**config.mk**
```make
export PLATFORM = sky130hd
export DESIGN_NAME = aps_end_frame_receiver
export DESIGN_NICKNAME = d
export VERILOG_FILES = /design/src/rtl/core/aps_efr_pkg.sv /design/src/rtl/core/aps_efr_in_stage.sv /design/src/rtl/core/aps_efr_core.sv /design/src/rtl/core/aps_efr_out_stage.sv /design/src/rtl/core/aps_end_frame_receiver.sv
export SDC_FILE = /design/constraint.sdc
export NUM_CORES = 1
export LEC_CHECK = 0
export BUFFER_PORTS_ARGS = -buffer_cell sky130_fd_sc_hd__buf_2
export CORE_MARGIN = 8
export CORE_UTILIZATION = 61
export DETAILED_ROUTE_END_ITERATION = 8
export GPL_TIMING_DRIVEN = 0
export PLACE_DENSITY = 0.92
export SLEW_MARGIN = 20
export SYNTH_ARGS = -nofsm -noshare
export SYNTH_HDL_FRONTEND = slang
export SYNTH_SLANG_ARGS = --single-unit
```
**constraint.sdc**
```tcl
create_clock -name clk -period 7.9 [get_ports clk]
set_clock_uncertainty 0.05 [all_clocks]
set_input_delay 1.975 -clock clk [delete_from_list [all_inputs] [get_ports clk]]
set_output_delay 1.975 -clock clk [all_outputs]
set_load 0.005 [all_outputs]
```
**src/rtl/core/aps_efr_pkg.sv**
```systemverilog
`default_nettype none

package aps_efr_pkg;

  localparam int BYTE_W           = 8;
  localparam int LEN_W            = 14;
  localparam int CNT_EXT_W        = LEN_W + 1;
  localparam int BUFFER_BYTES_DEF = 1024;

  // Smallest legal frame: header (3), version (2), length (4), trailer (3).
  localparam logic [LEN_W-1:0] MIN_LEN      = LEN_W'(12);
  localparam logic [LEN_W-1:0] IDX_VERSION2 = LEN_W'(4);
  localparam logic [LEN_W-1:0] IDX_LEN_LAST = LEN_W'(8);
  localparam logic [LEN_W-1:0] IDX_HDR_A    = LEN_W'(0);
  localparam logic [LEN_W-1:0] IDX_HDR_P    = LEN_W'(1);
  localparam logic [LEN_W-1:0] IDX_HDR_S    = LEN_W'(2);

  localparam logic [BYTE_W-1:0] CH_A = 8'h41;
  localparam logic [BYTE_W-1:0] CH_P = 8'h50;
  localparam logic [BYTE_W-1:0] CH_S = 8'h53;
  localparam logic [BYTE_W-1:0] CH_E = 8'h45;
  localparam logic [BYTE_W-1:0] CH_N = 8'h4E;
  localparam logic [BYTE_W-1:0] CH_D = 8'h44;
  localparam logic [BYTE_W-1:0] CH_0 = 8'h30;
  localparam logic [BYTE_W-1:0] CH_9 = 8'h39;

  typedef enum logic [1:0] {
    PH_HUNT  = 2'd0,
    PH_LEN   = 2'd1,
    PH_DATA  = 2'd2,
    PH_TRAIL = 2'd3
  } phase_t;

  typedef enum logic [1:0] {
    ERR_NONE    = 2'd0,
    ERR_HEADER  = 2'd1,
    ERR_LENGTH  = 2'd2,
    ERR_TRAILER = 2'd3
  } frame_err_t;

  typedef struct packed {
    logic [BYTE_W-1:0] echo_byte;
    logic [LEN_W-1:0]  byte_index;
    logic              in_frame;
    logic              frame_done;
    frame_err_t        frame_error;
    logic [LEN_W-1:0]  frame_length;
  } result_t;

  // Multiply by ten as two shifts and an add, kept to the field width.
  function automatic logic [LEN_W-1:0] times_ten(input logic [LEN_W-1:0] v);
    logic [LEN_W-1:0] x8;
    logic [LEN_W-1:0] x2;
    x8 = {v[LEN_W-4:0], 3'b000};
    x2 = {v[LEN_W-2:0], 1'b0};
    return x8 + x2;
  endfunction

endpackage

`default_nettype wire

```
**src/rtl/core/aps_efr_in_stage.sv**
```systemverilog
`default_nettype none

module aps_efr_in_stage (
  input  wire logic                         clk,
  input  wire logic                         rst_n,
  input  wire logic                         load,
  input  wire logic                         advance,
  input  wire logic [aps_efr_pkg::BYTE_W-1:0] byte_in,
  output logic                              valid,
  output logic [aps_efr_pkg::BYTE_W-1:0]    byte_out
);
  import aps_efr_pkg::*;

  logic              valid_r;
  logic              valid_nxt;
  logic [BYTE_W-1:0] byte_r;

  always_comb begin
    valid_nxt = valid_r;
    if (load) begin
      valid_nxt = 1'b1;
    end else if (advance) begin
      valid_nxt = 1'b0;
    end
  end

  always_ff @(posedge clk) begin
    if (!rst_n) begin
      valid_r <= 1'b0;
    end else begin
      valid_r <= valid_nxt;
    end
  end

  always_ff @(posedge clk) begin
    if (load) begin
      byte_r <= byte_in;
    end
  end

  assign valid    = valid_r;
  assign byte_out = byte_r;

endmodule

`default_nettype wire

```
**src/rtl/core/aps_efr_core.sv**
```systemverilog
`default_nettype none

module aps_efr_core #(
  parameter int BUFFER_BYTES = aps_efr_pkg::BUFFER_BYTES_DEF
) (
  input  wire logic                          clk,
  input  wire logic                          rst_n,
  input  wire logic                          fire,
  input  wire logic [aps_efr_pkg::BYTE_W-1:0] rx_byte,
  input  wire logic                          cfg_we,
  input  wire logic [aps_efr_pkg::LEN_W-1:0] cfg_data,
  output aps_efr_pkg::result_t               result
);
  import aps_efr_pkg::*;

  phase_t            phase_r, phase_nxt;
  logic [LEN_W-1:0]  count_r, count_nxt;
  logic [LEN_W-1:0]  accum_r, accum_nxt;
  logic              derr_r, derr_nxt;
  logic [LEN_W-1:0]  max_len_r;

  logic                 is_digit;
  logic [LEN_W-1:0]     accum_new;
  logic                 derr_new;
  logic [CNT_EXT_W-1:0] idx_ext;
  logic [CNT_EXT_W-1:0] len_ext;
  logic [CNT_EXT_W-1:0] idx_p1;
  logic [CNT_EXT_W-1:0] idx_p2;
  logic [CNT_EXT_W-1:0] idx_p3;
  logic [CNT_EXT_W-1:0] idx_p4;
  logic [LEN_W-1:0]     idx_inc;

  always_comb begin
    is_digit  = rx_byte inside {[CH_0:CH_9]};
    accum_new = times_ten(accum_r) + LEN_W'(rx_byte - CH_0);
    derr_new  = derr_r | ~is_digit;
    idx_ext   = {1'b0, count_r};
    len_ext   = {1'b0, accum_r};
    idx_p1    = idx_ext + CNT_EXT_W'(1);
    idx_p2    = idx_ext + CNT_EXT_W'(2);
    idx_p3    = idx_ext + CNT_EXT_W'(3);
    idx_p4    = idx_ext + CNT_EXT_W'(4);
    idx_inc   = idx_p1[LEN_W-1:0];

    phase_nxt = phase_r;
    count_nxt = count_r;
    accum_nxt = accum_r;
    derr_nxt  = derr_r;

    result.echo_byte    = rx_byte;
    result.byte_index   = count_r;
    result.in_frame     = 1'b1;
    result.frame_done   = 1'b0;
    result.frame_error  = ERR_NONE;
    result.frame_length = '0;

    case (phase_r)
      PH_HUNT: begin
        if ((count_r == IDX_HDR_A && rx_byte != CH_A) ||
            (count_r == IDX_HDR_P && rx_byte != CH_P) ||
            (count_r == IDX_HDR_S && rx_byte != CH_S) ||
            count_r > IDX_VERSION2) begin
          result.frame_error = ERR_HEADER;
          result.in_frame    = 1'b0;
          phase_nxt = PH_HUNT;
          count_nxt = '0;
          accum_nxt = '0;
          derr_nxt  = 1'b0;
        end else begin
          if (count_r == IDX_HDR_A) begin
            accum_nxt = '0;
            derr_nxt  = 1'b0;
          end
          count_nxt = idx_inc;
          if (count_r == IDX_VERSION2) begin
            phase_nxt = PH_LEN;
          end
        end
      end
      PH_LEN: begin
        if (is_digit) begin
          accum_nxt = accum_new;
        end
        derr_nxt = derr_new;
        if (count_r >= IDX_LEN_LAST) begin
          // Last length digit: judge the whole field at once.
          if (derr_new || (is_digit ? accum_new : accum_r) < MIN_LEN ||
              (is_digit ? accum_new : accum_r) > max_len_r) begin
            result.frame_error = ERR_LENGTH;
            result.in_frame    = 1'b0;
            phase_nxt = PH_HUNT;
            count_nxt = '0;
            accum_nxt = '0;
            derr_nxt  = 1'b0;
          end else begin
            result.frame_length = accum_new;
            count_nxt = idx_inc;
            phase_nxt = (accum_new == MIN_LEN) ? PH_TRAIL : PH_DATA;
          end
        end else begin
          count_nxt = idx_inc;
        end
      end
      PH_DATA: begin
        result.frame_length = accum_r;
        count_nxt = idx_inc;
        if (idx_p4 >= len_ext) begin
          phase_nxt = PH_TRAIL;
        end
      end
      PH_TRAIL: begin
        result.frame_length = accum_r;
        if ((idx_p3 == len_ext && rx_byte != CH_E) ||
            (idx_p2 == len_ext && rx_byte != CH_N) ||
            (idx_p1 == len_ext && rx_byte != CH_D) ||
            idx_p1 > len_ext || idx_p3 < len_ext) begin
          result.frame_error  = ERR_TRAILER;
          result.in_frame     = 1'b0;
          result.frame_length = '0;
          phase_nxt = PH_HUNT;
          count_nxt = '0;
          accum_nxt = '0;
          derr_nxt  = 1'b0;
        end else if (idx_p1 == len_ext) begin
          result.frame_done = 1'b1;
          phase_nxt = PH_HUNT;
          count_nxt = '0;
          accum_nxt = '0;
          derr_nxt  = 1'b0;
        end else begin
          count_nxt = idx_inc;
        end
      end
      default: begin
        phase_nxt = PH_HUNT;
      end
    endcase
  end

  always_ff @(posedge clk) begin
    if (!rst_n) begin
      phase_r <= PH_HUNT;
      count_r <= '0;
      accum_r <= '0;
      derr_r  <= 1'b0;
    end else if (fire) begin
      phase_r <= phase_nxt;
      count_r <= count_nxt;
      accum_r <= accum_nxt;
      derr_r  <= derr_nxt;
    end
  end

  always_ff @(posedge clk) begin
    if (!rst_n) begin
      max_len_r <= LEN_W'(BUFFER_BYTES);
    end else if (cfg_we) begin
      max_len_r <= cfg_data;
    end
  end

endmodule

`default_nettype wire

```
**src/rtl/core/aps_efr_out_stage.sv**
```systemverilog
`default_nettype none

module aps_efr_out_stage (
  input  wire logic                 clk,
  input  wire logic                 rst_n,
  input  wire logic                 load,
  input  wire logic                 stall,
  input  wire aps_efr_pkg::result_t result_in,
  output logic                      valid,
  output aps_efr_pkg::result_t      result_out
);
  import aps_efr_pkg::*;

  logic    valid_r;
  logic    valid_nxt;
  result_t result_r;

  always_comb begin
    valid_nxt = valid_r;
    if (load) begin
      valid_nxt = 1'b1;
    end else if (!stall) begin
      valid_nxt = 1'b0;
    end
  end

  always_ff @(posedge clk) begin
    if (!rst_n) begin
      valid_r <= 1'b0;
    end else begin
      valid_r <= valid_nxt;
    end
  end

  always_ff @(posedge clk) begin
    if (load) begin
      result_r <= result_in;
    end
  end

  assign valid      = valid_r;
  assign result_out = result_r;

endmodule

`default_nettype wire

```
**src/rtl/core/aps_end_frame_receiver.sv**
```systemverilog
// APS/END frame receiver.
//
// Received serial bytes enter on the input channel (in_valid, in_stall,
// in_rx_byte), one byte per transaction. Every accepted byte produces exactly
// one result transaction on the output channel: the byte echoed back, its
// index in the current frame candidate, whether it was kept, and the frame
// completion, error and decoded length fields.
// The largest accepted frame length is set through the cfg_ port; a write
// completes when cfg_valid and cfg_ready are both high, and cfg_ready is
// always high. Write it only while no byte is in flight.
// An accepted byte waits in the input register, then out_valid rises as the
// frame decoder loads the result register.
// Throughput is one byte per cycle while out_stall is low; the frame state is
// a single counter and accumulator updated in the same cycle as each decode,
// so nothing else limits the rate.
// Synchronous active-low reset empties both registers, returns the decoder
// to header hunting and loads the length limit with BUFFER_BYTES.
// When the receiver stalls, the result register holds its transaction and
// the input register keeps one more byte; in_stall rises only when both are
// full.
`default_nettype none

module aps_end_frame_receiver #(
  parameter int BUFFER_BYTES = aps_efr_pkg::BUFFER_BYTES_DEF
) (
  input  wire logic                          clk,
  input  wire logic                          rst_n,
  input  wire logic                          in_valid,
  output logic                               in_stall,
  input  wire logic [aps_efr_pkg::BYTE_W-1:0] in_rx_byte,
  output logic                               out_valid,
  input  wire logic                          out_stall,
  output logic [aps_efr_pkg::BYTE_W-1:0]     out_echo_byte,
  output logic [aps_efr_pkg::LEN_W-1:0]      out_byte_index,
  output logic                               out_in_frame,
  output logic                               out_frame_done,
  output logic [1:0]                         out_frame_error,
  output logic [aps_efr_pkg::LEN_W-1:0]      out_frame_length,
  input  wire logic                          cfg_valid,
  output logic                               cfg_ready,
  input  wire logic [aps_efr_pkg::LEN_W-1:0] cfg_data
);
  import aps_efr_pkg::*;

  logic              s1_valid;
  logic [BYTE_W-1:0] s1_byte;
  logic              s1_advance;
  logic              in_load;
  result_t           core_result;
  result_t           out_result;

  // The input register moves on whenever the result register is free or
  // is being emptied in this cycle.
  assign s1_advance = s1_valid && !(out_valid && out_stall);
  assign in_stall   = s1_valid && !s1_advance;
  assign in_load    = in_valid && !in_stall;
  assign cfg_ready  = 1'b1;

  aps_efr_in_stage u_in_stage (
    .clk      (clk),
    .rst_n    (rst_n),
    .load     (in_load),
    .advance  (s1_advance),
    .byte_in  (in_rx_byte),
    .valid    (s1_valid),
    .byte_out (s1_byte)
  );

  // Frame state advances only on the cycle its byte enters the result
  // register, so a stall never double-counts a byte.
  aps_efr_core #(
    .BUFFER_BYTES (BUFFER_BYTES)
  ) u_core (
    .clk      (clk),
    .rst_n    (rst_n),
    .fire     (s1_advance),
    .rx_byte  (s1_byte),
    .cfg_we   (cfg_valid && cfg_ready),
    .cfg_data (cfg_data),
    .result   (core_result)
  );

  aps_efr_out_stage u_out_stage (
    .clk        (clk),
    .rst_n      (rst_n),
    .load       (s1_advance),
    .stall      (out_stall),
    .result_in  (core_result),
    .valid      (out_valid),
    .result_out (out_result)
  );

  assign out_echo_byte    = out_result.echo_byte;
  assign out_byte_index   = out_result.byte_index;
  assign out_in_frame     = out_result.in_frame;
  assign out_frame_done   = out_result.frame_done;
  assign out_frame_error  = out_result.frame_error;
  assign out_frame_length = out_result.frame_length;

endmodule

`default_nettype wire

```
=== After elaboration in Yosys (flattened, before gate mapping) ===
Index checks and enable logic that the tools add are counted.

* Input port bits: 27
* Output and inout bits: 43
* Register bits: 95
* Logic and storage cells: 132

* Magnitude comparators: 9
* Equal/unequal tests: 22
* Bitwise operators: 3
* Mux-type cells: 47
* $add $sub $neg: 7
* Reductions and logical operators: 30

{| class="wikitable"
|+ Operators with widths
! kind !! number
|-
| 2-to-1 mux 14 bit || 13
|-
| one-hot mux 14 bit (3 select lines) || 2
|-
| one-hot mux 14 bit (4 select lines) || 1
|-
| inequality test 8 x 7 -> 1 bit (second input constant) || 6
|-
| equality test 15 x 14 -> 1 bit || 3
|-
| 2-to-1 mux 16 bit || 2
|-
| adder 14 x 2 -> 15 bit (second input constant) || 2
|-
| adder 14 bit || 2
|-
| 2-to-1 mux 1 bit || 17
|-
| 2-to-1 mux 2 bit || 8
|-
| adder 14 x 1 -> 15 bit (second input constant) || 1
|-
| adder 14 x 3 -> 15 bit (second input constant) || 1
|-
| >= comparator 15 x 14 -> 1 bit || 1
|-
| greater-than comparator 15 x 14 -> 1 bit || 1
|-
| < comparator 15 x 14 -> 1 bit || 1
|-
| equality test 14 x 1 -> 1 bit (second input constant) || 1
|-
| equality test 14 x 2 -> 1 bit (second input constant) || 1
|-
| equality test 14 x 3 -> 1 bit (second input constant) || 1
|-
| equality test 14 x 4 -> 1 bit (second input constant) || 1
|-
| >= comparator 14 x 4 -> 1 bit (second input constant) || 1
|-
| greater-than comparator 14 bit || 1
|-
| greater-than comparator 14 x 3 -> 1 bit (second input constant) || 1
|-
| zero test 14 bit || 1
|-
| < comparator 14 x 4 -> 1 bit (second input constant) || 1
|-
| other kinds (21) || 48
|}

=== Longest topological paths before layout ===
Gate-level depths: netlist (run 1).

* Word-level depth: 9
* Gate-level depth with buffers: 25
* Mapped depth without buffers: 23

=== Modules after synthesis ===
From an unflattened synthesis (run 1), not the netlist that was laid out.

* Cells, all modules: 780
* Area total of the unflattened synthesis: 7405.9 µm²

{| class="wikitable"
|+ Modules (own cells, without submodules)
! module !! sequential area each (µm²) !! area each (µm²) !! cells each !! instances
|-
| aps_efr_core || 900.9 || 5853.1 || 721 || 1
|-
| aps_efr_out_stage || 1221.2 || 1232.4 || 43 || 1
|-
| aps_efr_in_stage || 260.2 || 281.5 || 11 || 1
|-
| aps_end_frame_receiver || 0.0 || 38.8 || 5 || 1
|}

=== Worst setup path before layout (run 1) ===
Ideal clock, no wire load.

* Kind: register -> register
* Start: register u_in_stage.byte_r[4], in the netlist u_in_stage.byte_out[4]
* End: register u_out_stage.result_r, in the netlist u_out_stage.result_out[15] (data pin)
* Slack: 2.170 ns
* Required time: 7.589 ns
* Arrival: 5.419 ns
* Clock period less this slack: 5.730 ns
* Stages on the path, launching flop included: 23
* Library setup time: 0.261 ns
* Path buffers: 1
* Cells stage by stage: edfxtp_1 > ha_1 > nor3_1 > fa_1 > ha_1 > a21oi_1 > o21ai_0 > and2_1 > a21o_1 > a21oi_1 > xnor2_1 > mux2_2 > ha_1 > a21oi_1 > nor2_1 > a211oi_1 > o211ai_1 > a21oi_1 > a2111oi_2 > nor2_2 > nor4b_4 > buf_6 > o22ai_1

{| class="wikitable"
|+ RTL lines
! what !! line !! source
|-
| start: declaration || aps_efr_in_stage.sv:16 || <nowiki>logic [BYTE_W-1:0] byte_r;</nowiki>
|-
| start signal: assignment || aps_efr_in_stage.sv:37 || <nowiki>byte_r <= byte_in;</nowiki>
|-
| end signal: assignment || aps_efr_out_stage.sv:37 || <nowiki>result_r <= result_in;</nowiki>
|-
| end: declaration || aps_efr_out_stage.sv:16 || <nowiki>result_t result_r;</nowiki>
|}

==> flow_metrics.tcl, run 1 <==
set metrics [dict create \
    run_status "finished clean" \
    netlist-cell-type-count 83 \
    htreeDepth 3 \
    min-delay-start "u_core.count_r[11]" \
    maxClockFrequency_mhz 149.3 \
    crit_path_end_kind "flip-flop" \
    post_cts_repair_setup_buffers 0 \
    detail_route.vias_per_cell 6.373 \
    height_of_the_die_um 128.1 \
    core_region_area_sq_um 12470 \
    critical_path_depth_in_cells 22 \
    dp_worst_setup_slack_ps 950.2 \
    peak_supply_drop_uv 106.2 \
    postLayoutSetupSlackWorst_ps 1201 \
    design.die.area_sq_um 16420 \
    worstHoldPathType "flip-flop to flip-flop" \
    largest_cells_by_area_after_synthesis "sky130_fd_sc_hd__edfxtp_1 19%, sky130_fd_sc_hd__ha_1 13%, sky130_fd_sc_hd__dfxtp_1 12%" \
    grt_setup_unrepaired "no" \
    cts.clk_slew.worst_paths_ps 70 \
    antenna_cells_inserted 0 \
    yosysWarningCount 0 \
    synth_register_bits 95 \
    timing.hold.ws_ps 378.7 \
    final_period_minus_worst_setup_slack_ps 6699 \
    buffer_depth_of_the_longest_clock_path 2 \
    syn_area_per_cell_sq_um 9.078 \
    drive_above_1_share 0.1421 \
    place_congestion 0.9527 \
    hpwlAfterDp_mm 16.90 \
    ctsRootBufferMaster "sky130_fd_sc_hd__clkbuf_16" \
    via_count_of_the_first_global_routing_pass 6946 \
    final-setup-viol-count 0 \
    cts_hold_buffers 0 \
    critical_path.n_buffers_inverters 1 \
    grt_start_max_net_pins 27 \
    critical_path_arrival_ps 6750 \
    p_seq_frac 0.468 \
    groute.usage.overall 0.2751 \
    nets 1044 \
    finalSetupTns_ps 0 \
    overflow 0 \
    switching_power_uw 301.9 \
    timing_max_transition_violations_final 0 \
    cts-buffers-inserted 9 \
    utilization 0.6878 \
    detail_route.iter0.violations 743 \
    synth-main-ff-cell "sky130_fd_sc_hd__edfxtp_1" \
    ant_nets 0 \
    static_power_due_to_leakage_nw 3.596 \
    grt_antenna_before_repair 0 \
    synthToLayoutAreaGrowth_pct 11.78 \
    worst-setup-path-type "flip-flop to flip-flop" \
    post_drt_wl_per_cell_um 19.85 \
    synth.largest_area_cell "sky130_fd_sc_hd__edfxtp_1" \
    worst-r2r-cell-count 22 \
    num_clock_sinks 95 \
    critical_path.max_stage_delay_ps 590 \
    critical_path.cell_chain "ha_1 > nor3_2 > fa_1 > ha_1 > a21oi_1 > o21ai_0 > and2_1 > a311oi_1 > xnor2_1 > nand2_1 > o21ai_0 > ha_1 > nand2b_1 > nor2_1 > a211oi_1 > o211ai_1 > a21oi_1 > a2111oi_2 > nor2_2 > nor4b_4 > buf_6 > o22ai_1" \
    placement.io_buffers 67 \
    drc_errors 0 \
    worst-slew-pin-transition_ps 764.9 \
    startpoint_type "flip-flop" \
    portion_of_total_power_attributed_to_combinational_logic 0.115 \
    timing.critical_path.mode_cell "sky130_fd_sc_hd__ha_1" \
    p_per_area_nw_per_um2 136.0 \
    synth_cells 845 \
    first_pass_iters 6 \
    worst_slew_margin_rel 0.4901 \
    synth.net_count 965 \
    total_power_after_layout_mw 1.166 \
    path_max_fanout 10 \
    synth_seq_area_share 0.3106 \
    synth_most_common_cell "sky130_fd_sc_hd__ha_1" \
    start_util 0.6154 \
    mappedNetlistArea_sq_um 7671 \
    power.switching_fraction 0.2589 \
    power.clock.fraction 0.418 \
    io-pin-count 70 \
    rows 41 \
    maxCapViolCount 0 \
    synth-async-reset-ratio 0 \
    timing.critical_path.from "u_in_stage.byte_out[4]" \
    synth_enable_flop_cells 48 \
    final_hold_viol_count 0 \
    dieWidth_um 128.1 \
    fin_crit_sh 0.8480 \
    cp_slowest_cell "sky130_fd_sc_hd__nor3_2" \
    tritoncts "built" \
    final_wirelength_mm 21.85 \
    worst_hold_depth 0 \
    crit_family "simple AND/OR/NAND/NOR gates" \
    timing.rr.start "u_in_stage.byte_out[4]" \
    internal_power_contribution_uw 864.3 \
    global_route_wire_length_before_repair_mm 35.17 \
    clkLatencyLatePin_ps 370 \
    via_count 7017 \
    ctsResizeCount 0 \
    netlist.area_leader.share 0.1879 \
    worstPathRequired_ps 7950 \
    synthTopCellsByCount "82 x sky130_fd_sc_hd__ha_1, 68 x sky130_fd_sc_hd__nor2_1, 64 x sky130_fd_sc_hd__inv_1" \
]
-- path summary, 6_finish.rpt --
kind,slack [ps],end
worst min register to register,380,u_out_stage.result_out[29]
worst min-delay path,380,u_out_stage.result_out[29]
worst max-delay path,1200,u_out_stage.result_out[15]
worst max register to register,1200,u_out_stage.result_out[15]
-- flip-flops by register name, indices dropped and copies added, names as in the netlist, named ones only --
signal / flops
u_core.accum_r: 14
u_out_stage.result_out: 40
u_core.max_len_r: 14
u_core.derr_r: 1
u_out_stage.valid: 1
u_core.count_r: 14
u_core.phase_r: 1
u_in_stage.byte_out: 8
u_in_stage.valid: 1
-- metrics by stage --
| stage | cells | instance area [sq um] |
|---|---|---|
| 2_1_floorplan | 845 | 7671 |
| 3_3_place_gp | 1084 | 8222 |
| 3_5_place_dp | 1085 | 8248 |
| 4_1_cts | 1101 | 8569 |
| 5_1_grt | 1101 | 8574 |
| 6_report | 1101 | 8574 |
-- placed cells by master (no fill, tap or decap), drive strengths merged, types with 5 or more instances in the layout --
cell	n
o31ai	13
nand4b	6
edfxtp	48
nand3	23
and2	5
a21oi	42
mux2i	14
a21o	7
clkbuf	33
buf	90
a32o	13
dfxtp	47
xnor2	36
fa	11
nand4	21
nor4	11
nor3	29
nand2	57
ha	82
o211ai	10
a211o	5
o21a	5
inv	66
nand2b	10
a2111oi	5
xor2	30
o21ai	34
a211oi	25
and3	11
nor2	69
nor2b	7
-- layout make-up --
cell class	count	area [sq um]
Multi-Input combinational cell	640	4843
Fill cell	968	3891
Sequential cell	95	2382
Timing Repair Buffer	68	355.3
Inverter	65	244.0
Clock buffer	10	229.0
Tap cell	172	215.2
Buffer	45	212.7
Clock inverter	6	92.59
-- worst reg2reg max path: stages, from the launching register on --
cell                        delay [ps]
sky130_fd_sc_hd__edfxtp_1          530
sky130_fd_sc_hd__ha_1              340
sky130_fd_sc_hd__nor3_2            590
sky130_fd_sc_hd__fa_1              570
sky130_fd_sc_hd__ha_1              390
sky130_fd_sc_hd__a21oi_1           200
sky130_fd_sc_hd__o21ai_0           100
sky130_fd_sc_hd__and2_1            220
sky130_fd_sc_hd__a311oi_1          340
sky130_fd_sc_hd__xnor2_1           330
sky130_fd_sc_hd__nand2_1            90
sky130_fd_sc_hd__o21ai_0           200
sky130_fd_sc_hd__ha_1              360
sky130_fd_sc_hd__nand2b_1          100
sky130_fd_sc_hd__nor2_1             50
sky130_fd_sc_hd__a211oi_1          310
sky130_fd_sc_hd__o211ai_1          140
sky130_fd_sc_hd__a21oi_1           260
sky130_fd_sc_hd__a2111oi_2         130
sky130_fd_sc_hd__nor2_2            280
sky130_fd_sc_hd__nor4b_4           520
sky130_fd_sc_hd__buf_6             230
sky130_fd_sc_hd__o22ai_1           110
-- cell families (layout without fill, tap and decap cells) --
logic type      count (synthesis)  after routing  synth area share
other cells                     1              1         0.0004888
xor+xnor                       66             66           0.07535
flops                          95             95            0.3106
mux                            15             15           0.01974
compound gates                197            197            0.1864
fa+ha+maj                      93             93            0.1625
simple gates                  268            268            0.1855
buf+inv                       110            194           0.05953
-- routing by layer --
metal / vias up / GRT usage / share of wire / wire length, um
met3: 112 / 0.06364 / 0.082 / 1795
li1: 3248 / - / - / -
met5: - / 0 / 0 / 0
met1: 3270 / 0.3066 / 0.38 / 8212
met2: 387 / 0.4633 / 0.48 / 10480
met4: 0 / 0.1804 / 0.062 / 1364
-- power groups by stage --
| stage | clock [mW] | combinational [mW] | sequential (mW) |
|---|---|---|---|
| finish | 0.487 | 0.134 | 0.545 |
| global route | 0.505 | 0.147 | 0.547 |
| CTS | 0.488 | 0.132 | 0.545 |
| detailed placement | 0 | 0.130 | 0.556 |
| global placement | 0 | 0.125 | 0.556 |
| floorplan | 0 | 0.0847 | 0.555 |
Power figures use the tool's default switching activity.
==> inputs of run 2 (changes only) <==
Clock period 7.9 ns to 6.9 ns, I/O delays scaled along.
==> run 2 against run 1 <==
Global-route usage about the same; core utilization rose by 0.050 points; final cell count is the same; sequential cell count unchanged; combinational power increased by 15%; power increased by 14%; clock power up 14%; via count increased by 0.80%; sequential power up 15%.
==> flow_metrics.tcl, run 2 (synthesis gave the netlist of run 1 again) <==
set metrics [dict create \
    run_status "finished clean" \
    ant_nets 0 \
    crit_path_capture "u_out_stage.result_out[15]" \
    worst-r2r-cell-count 22 \
    crit_family "compound AO/OA/AOI/OAI gates" \
    synthToLayoutAreaGrowth_pct 11.86 \
    htreeDepth 3 \
    critical_path.cell_chain "ha_1 > nor3_4 > fa_1 > ha_1 > a21oi_1 > o21ai_0 > and2_1 > a311oi_1 > xnor2_1 > nand2_1 > o21ai_0 > ha_1 > nand2b_1 > nor2_1 > a211oi_1 > o211ai_1 > a21oi_1 > a2111oi_2 > nor2_2 > nor4b_4 > buf_6 > o22ai_1" \
    cts-buffers-inserted 9 \
    grt_setup_unrepaired "no" \
    total_power_after_layout_mw 1.334 \
    final_period_minus_worst_setup_slack_ps 6508 \
    fin_area_sq_um 8581 \
    finalSetupTns_ps 0 \
    min-delay-start "u_core.count_r[11]" \
    ctsResizeCount 1 \
    count_of_fill_cells_added_during_filler_insertion 967 \
    static_power_due_to_leakage_nw 3.598 \
    drive_above_1_share 0.1421 \
    start_util 0.6154 \
    grt_antenna_before_repair 0 \
    via_count 7073 \
    num_clock_sinks 95 \
    ctsRootBufferMaster "sky130_fd_sc_hd__clkbuf_16" \
    grt_start_max_net_pins 27 \
    first_pass_iters 6 \
    cts.clk_slew.worst_paths_ps 70 \
    critical_path.max_stage_delay_ps 530 \
    postPlaceCellArea_sq_um 8248 \
    worst-slew-pin-transition_ps 748.0 \
    detail_route.vias_per_cell 6.424 \
    worstHoldPathType "flip-flop to flip-flop" \
    place_congestion 0.9527 \
    buffer_depth_of_the_longest_clock_path 2 \
    rows 41 \
    maxCapViolCount 0 \
    height_of_the_die_um 128.1 \
    timing.rr.start "u_in_stage.byte_out[4]" \
    regToRegEndpoint "u_out_stage.result_out[15]" \
    final_wirelength_mm 21.90 \
    via_count_of_the_first_global_routing_pass 6934 \
    timing.hold.ws_ps 378.7 \
    cp_slowest_cell "sky130_fd_sc_hd__edfxtp_1" \
    worst-r2r-setup-slack_ps 390 \
    dieWidth_um 128.1 \
    post_drt_wl_per_cell_um 19.89 \
    final-setup-viol-count 0 \
    critical_path.n_buffers_inverters 1 \
    path_max_fanout 10 \
    design.die.area_sq_um 16420 \
    post_cts_repair_setup_buffers 0 \
    core_region_area_sq_um 12470 \
    hpwlAfterDp_mm 16.90 \
    detail_route.iter0.violations 806 \
    final_hold_viol_count 0 \
    worst-setup-path-type "flip-flop to flip-flop" \
    critical_path_arrival_ps 6560 \
    io-pin-count 70 \
    worstPathRequired_ps 6960 \
    p_per_area_nw_per_um2 155.5 \
    fin_crit_sh 0.9432 \
    antenna_cells_inserted 0 \
    placement.io_buffers 67 \
    groute.usage.overall 0.2754 \
    cts_hold_buffers 0 \
    peak_supply_drop_uv 121.0 \
    maxClockFrequency_mhz 153.7 \
    nets 1044 \
    critical_path_depth_in_cells 22 \
    timing_max_transition_violations_final 0 \
    commonest_non_fill_non_tap_cell_in_the_layout "sky130_fd_sc_hd__ha_1" \
    clkLatencyLatePin_ps 370 \
    tritoncts "built" \
    timing.critical_path.mode_cell "sky130_fd_sc_hd__ha_1" \
    utilization 0.6883 \
    leading_cell_types_in_the_layout_fill_and_taps_excluded "82 x sky130_fd_sc_hd__ha_1, 81 x sky130_fd_sc_hd__buf_2, 68 x sky130_fd_sc_hd__nor2_1, 63 x sky130_fd_sc_hd__inv_1, 56 x sky130_fd_sc_hd__nand2_1" \
    startpoint_type "flip-flop" \
    global_route_wire_length_before_repair_mm 35.16 \
    largest_reg_flops 40 \
    crit_path_end_kind "flip-flop" \
    worst_slew_margin_rel 0.5013 \
    drc_errors 0 \
    overflow 0 \
    timing.critical_path.from "u_in_stage.byte_out[4]" \
]
## run 2: cell counts in the layout (fill, tap and decap cells not counted)
Identical to the previous run, type by type.
## run 2: power by group
part	switching [mW]	internal [mW]
registers	0.0128	0.612
logic	0.0968	0.0574
clock network	0.235	0.320
## run 2: area by class of cell
class / instances / area (sq um) / share of cell area
multi-input cells: 640 / 4850 / 0.5652
repair buffers: 68 / 355.3 / 0.04141
inverters: 65 / 244.0 / 0.02843
clock buffers: 10 / 229.0 / 0.02668
well taps: 172 / 215.2 / 0.02508
flip-flops and latches: 95 / 2382 / 0.2776
plain buffers: 45 / 212.7 / 0.02479
clock inverters: 6 / 92.59 / 0.01079
## run 2: per-stage QoR
step,std cells,setup slack [ps]
after CTS,1101,335.6
after global placement,1084,31.46
after global routing,1101,99.28
after floorplan,845,1170
after detailed placement,1085,-49.78
final,1101,392.1
## run 2: layer usage
metal  vias up  share of wire  GRT usage
met2       385           0.49     0.4636
met3       110          0.078    0.06364
li1       3253              -          -
met5         -              0          0
met4         0          0.058     0.1818
met1      3325           0.38     0.3066
## run 2: how the worst min path moves through the flow
stage | to | slack [ps] | cells after the start
after detailed placement | u_out_stage.result_out[30] | 360 | 0
after global placement | u_out_stage.result_out[22] | 360 | 0
after CTS | u_out_stage.result_out[30] | 380 | 0
after global routing | u_out_stage.result_out[22] | 390 | 0
after floorplan | u_out_stage.result_out[22] | 350 | 0
final | u_out_stage.result_out[29] | 380 | 0
==> inputs of run 3 (changes only) <==
Settings changed: PLACE_DENSITY 0.92 to 0.81, SLEW_MARGIN 20 to unset.
Clock period 6.9 ns to 6.4 ns, I/O delays scaled along.
==> run 3 against run 2 <==
Critical path depth stayed put; non-clock buffer count rose by 5; clock power rose by 3%; first-iteration DRC count grew 0.50%; sequential share of layout area is 0.22 points lower; setup slack worse by 120 ps; power rose by 6.2%.
==> flow_metrics.tcl, run 3 (synthesis gave the netlist of run 1 again) <==
set metrics [dict create \
    run_status "finished clean" \
    timing.rr.start "u_in_stage.byte_out[4]" \
    worst-slew-pin-transition_ps 1325 \
    drc_errors 0 \
    hpwlAfterDp_mm 16.93 \
    final_wirelength_mm 22.18 \
    rows 41 \
    detail_route.vias_per_cell 6.333 \
    p_per_area_nw_per_um2 163.8 \
    peak_supply_drop_uv 126.1 \
    ant_nets 0 \
    maxCapViolCount 0 \
    via_count 7004 \
    final_hold_viol_count 0 \
    path_max_fanout 10 \
    worstHoldPathType "flip-flop to flip-flop" \
    nets 1049 \
    grt_start_max_net_pins 28 \
    startpoint_type "flip-flop" \
    place_congestion 0.9759 \
    largest_reg_flops 40 \
    tritoncts "built" \
    cts-buffers-inserted 9 \
    min_to "u_out_stage.result_out[29]" \
    critical_path_arrival_ps 6180 \
    buffer_depth_of_the_longest_clock_path 2 \
    worst-setup-path-type "flip-flop to flip-flop" \
    regToRegEndpoint "u_out_stage.result_out[7]" \
    ctsRootBufferMaster "sky130_fd_sc_hd__clkbuf_16" \
    fin_crit_sh 0.9567 \
    final-setup-viol-count 0 \
    detail_route.iter0.violations 810 \
    global_route_wire_length_before_repair_mm 34.39 \
    worst_hold_depth 0 \
    core_region_area_sq_um 12470 \
    timing_max_transition_violations_final 0 \
    overflow 0 \
    commonest_non_fill_non_tap_cell_in_the_layout "sky130_fd_sc_hd__ha_1" \
    design.die.area_sq_um 16420 \
    clkLatencyLatePin_ps 370 \
    worst_slew_margin_rel 0.1087 \
    finalSetupTns_ps 0 \
    htreeDepth 3 \
    dieWidth_um 128.1 \
    placement.io_buffers 67 \
    via_count_of_the_first_global_routing_pass 6629 \
    io-pin-count 70 \
    leading_cell_types_in_the_layout_fill_and_taps_excluded "82 x sky130_fd_sc_hd__ha_1, 81 x sky130_fd_sc_hd__buf_2, 68 x sky130_fd_sc_hd__nor2_1, 63 x sky130_fd_sc_hd__inv_1, 56 x sky130_fd_sc_hd__nand2_1" \
    grt_antenna_before_repair 0 \
    postPlaceCellArea_sq_um 8242 \
    worstPathRequired_ps 6460 \
    static_power_due_to_leakage_nw 3.628 \
    groute.usage.overall 0.2711 \
    crit_path_end_kind "flip-flop" \
    drive_above_1_share 0.1478 \
    grt_setup_unrepaired "no" \
    antenna_cells_inserted 0 \
    first_pass_iters 6 \
    worst-r2r-cell-count 22 \
    synthToLayoutAreaGrowth_pct 12.74 \
    post_drt_wl_per_cell_um 20.05 \
    cts.clk_slew.worst_paths_ps 80 \
    height_of_the_die_um 128.1 \
    fin_area_sq_um 8648 \
    maxClockFrequency_mhz 163.3 \
    num_clock_sinks 95 \
    start_util 0.6154 \
    min-delay-start "u_core.count_r[11]" \
    worst-r2r-setup-slack_ps 280 \
    final_period_minus_worst_setup_slack_ps 6123 \
]
==> run 3: changes by cell type in the layout (fill, tap and decap cells not counted), sizes merged <==
cell / change
inv: -2
clkinv: +2
clkbuf: +2
buf: +5
clkinvlp: -1
bufinv: -1
==> run 3: metal layers <==
layer | GRT usage | share of wire | up-vias
met4 | 0.1706 | 0.056 | 0
li1 | - | - | 3259
met5 | 0 | 0 | -
met3 | 0.05241 | 0.069 | 116
met2 | 0.4400 | 0.47 | 363
met1 | 0.3247 | 0.41 | 3266
==> run 3: critical path: stages, from the launching register on <==
cell	delay, ps
sky130_fd_sc_hd__edfxtp_1	520
sky130_fd_sc_hd__ha_1	340
sky130_fd_sc_hd__nor3_4	270
sky130_fd_sc_hd__buf_4	190
sky130_fd_sc_hd__buf_4	130
sky130_fd_sc_hd__fa_1	430
sky130_fd_sc_hd__ha_1	390
sky130_fd_sc_hd__and3_1	240
sky130_fd_sc_hd__a311oi_2	350
sky130_fd_sc_hd__xnor2_2	190
sky130_fd_sc_hd__nand2_1	90
sky130_fd_sc_hd__o21ai_0	220
sky130_fd_sc_hd__ha_1	430
sky130_fd_sc_hd__nand3_1	80
sky130_fd_sc_hd__nor3_1	310
sky130_fd_sc_hd__o31ai_1	140
sky130_fd_sc_hd__o211ai_1	150
sky130_fd_sc_hd__a21oi_2	110
sky130_fd_sc_hd__a2111oi_4	490
sky130_fd_sc_hd__nor2_4	100
sky130_fd_sc_hd__nor4b_4	170
sky130_fd_sc_hd__buf_6	180
sky130_fd_sc_hd__a32o_1	280
==> run 3: timing repair <==
| action | in CTS | in global routing |
|---|---|---|
| hold buffers | 0 | 0 |
| endpoints found under the setup margin | 46 | 43 |
| gates resized for setup | 2 | 7 |
| endpoints found under the hold margin | 0 | 0 |
| gates cloned | 0 | 0 |
| setup buffers | 2 | 3 |
| pin swaps | 0 | 2 |
==> run 3: worst max path at each step <==
stage | from | endpoint
CTS | u_in_stage.byte_out[4] | u_out_stage.result_out[7]
global placement | u_in_stage.byte_out[4] | u_out_stage.result_out[15]
global route | u_in_stage.byte_out[4] | u_out_stage.result_out[7]
floorplan | u_in_stage.byte_out[4] | u_out_stage.result_out[15]
detailed placement | u_in_stage.byte_out[4] | u_out_stage.result_out[15]
finish | u_in_stage.byte_out[4] | u_out_stage.result_out[7]
==> run 3: report_power, final <==
part | internal [mW] | leakage, nW | switching [mW]
clock | 0.316 | 0.143 | 0.257
combinational | 0.0641 | 2.65 | 0.107
sequential | 0.660 | 0.834 | 0.0137
==> run 3: per-stage QoR <==
| stage | total power [mW] | util | worst slack, ps | hold slack [ps] | std cells |
|---|---|---|---|---|---|
| 2_1_floorplan | 0.7900 | - | 669.8 | 352.9 | 845 |
| 3_3_place_gp | 0.8435 | 0.6595 | -538.9 | 358.4 | 1084 |
| 3_5_place_dp | 0.8485 | 0.6611 | -627.4 | 365.6 | 1085 |
| 4_1_cts | 1.408 | 0.6874 | 24.52 | 372.8 | 1103 |
| 5_1_grt | 1.453 | 0.6938 | 0.4325 | 387.5 | 1106 |
| 6_report | 1.417 | 0.6938 | 277.0 | 367.9 | 1106 |
==> run 3: final cells by class <==
class	instances	area, sq um
flip-flops and latches	95	2382
clock buffers	12	246.5
repair buffers	73	392.9
inverters	65	244.0
fillers	1021	3817
clock inverters	4	55.05
plain buffers	45	212.7
multi-input cells	640	4900
well taps	172	215.2
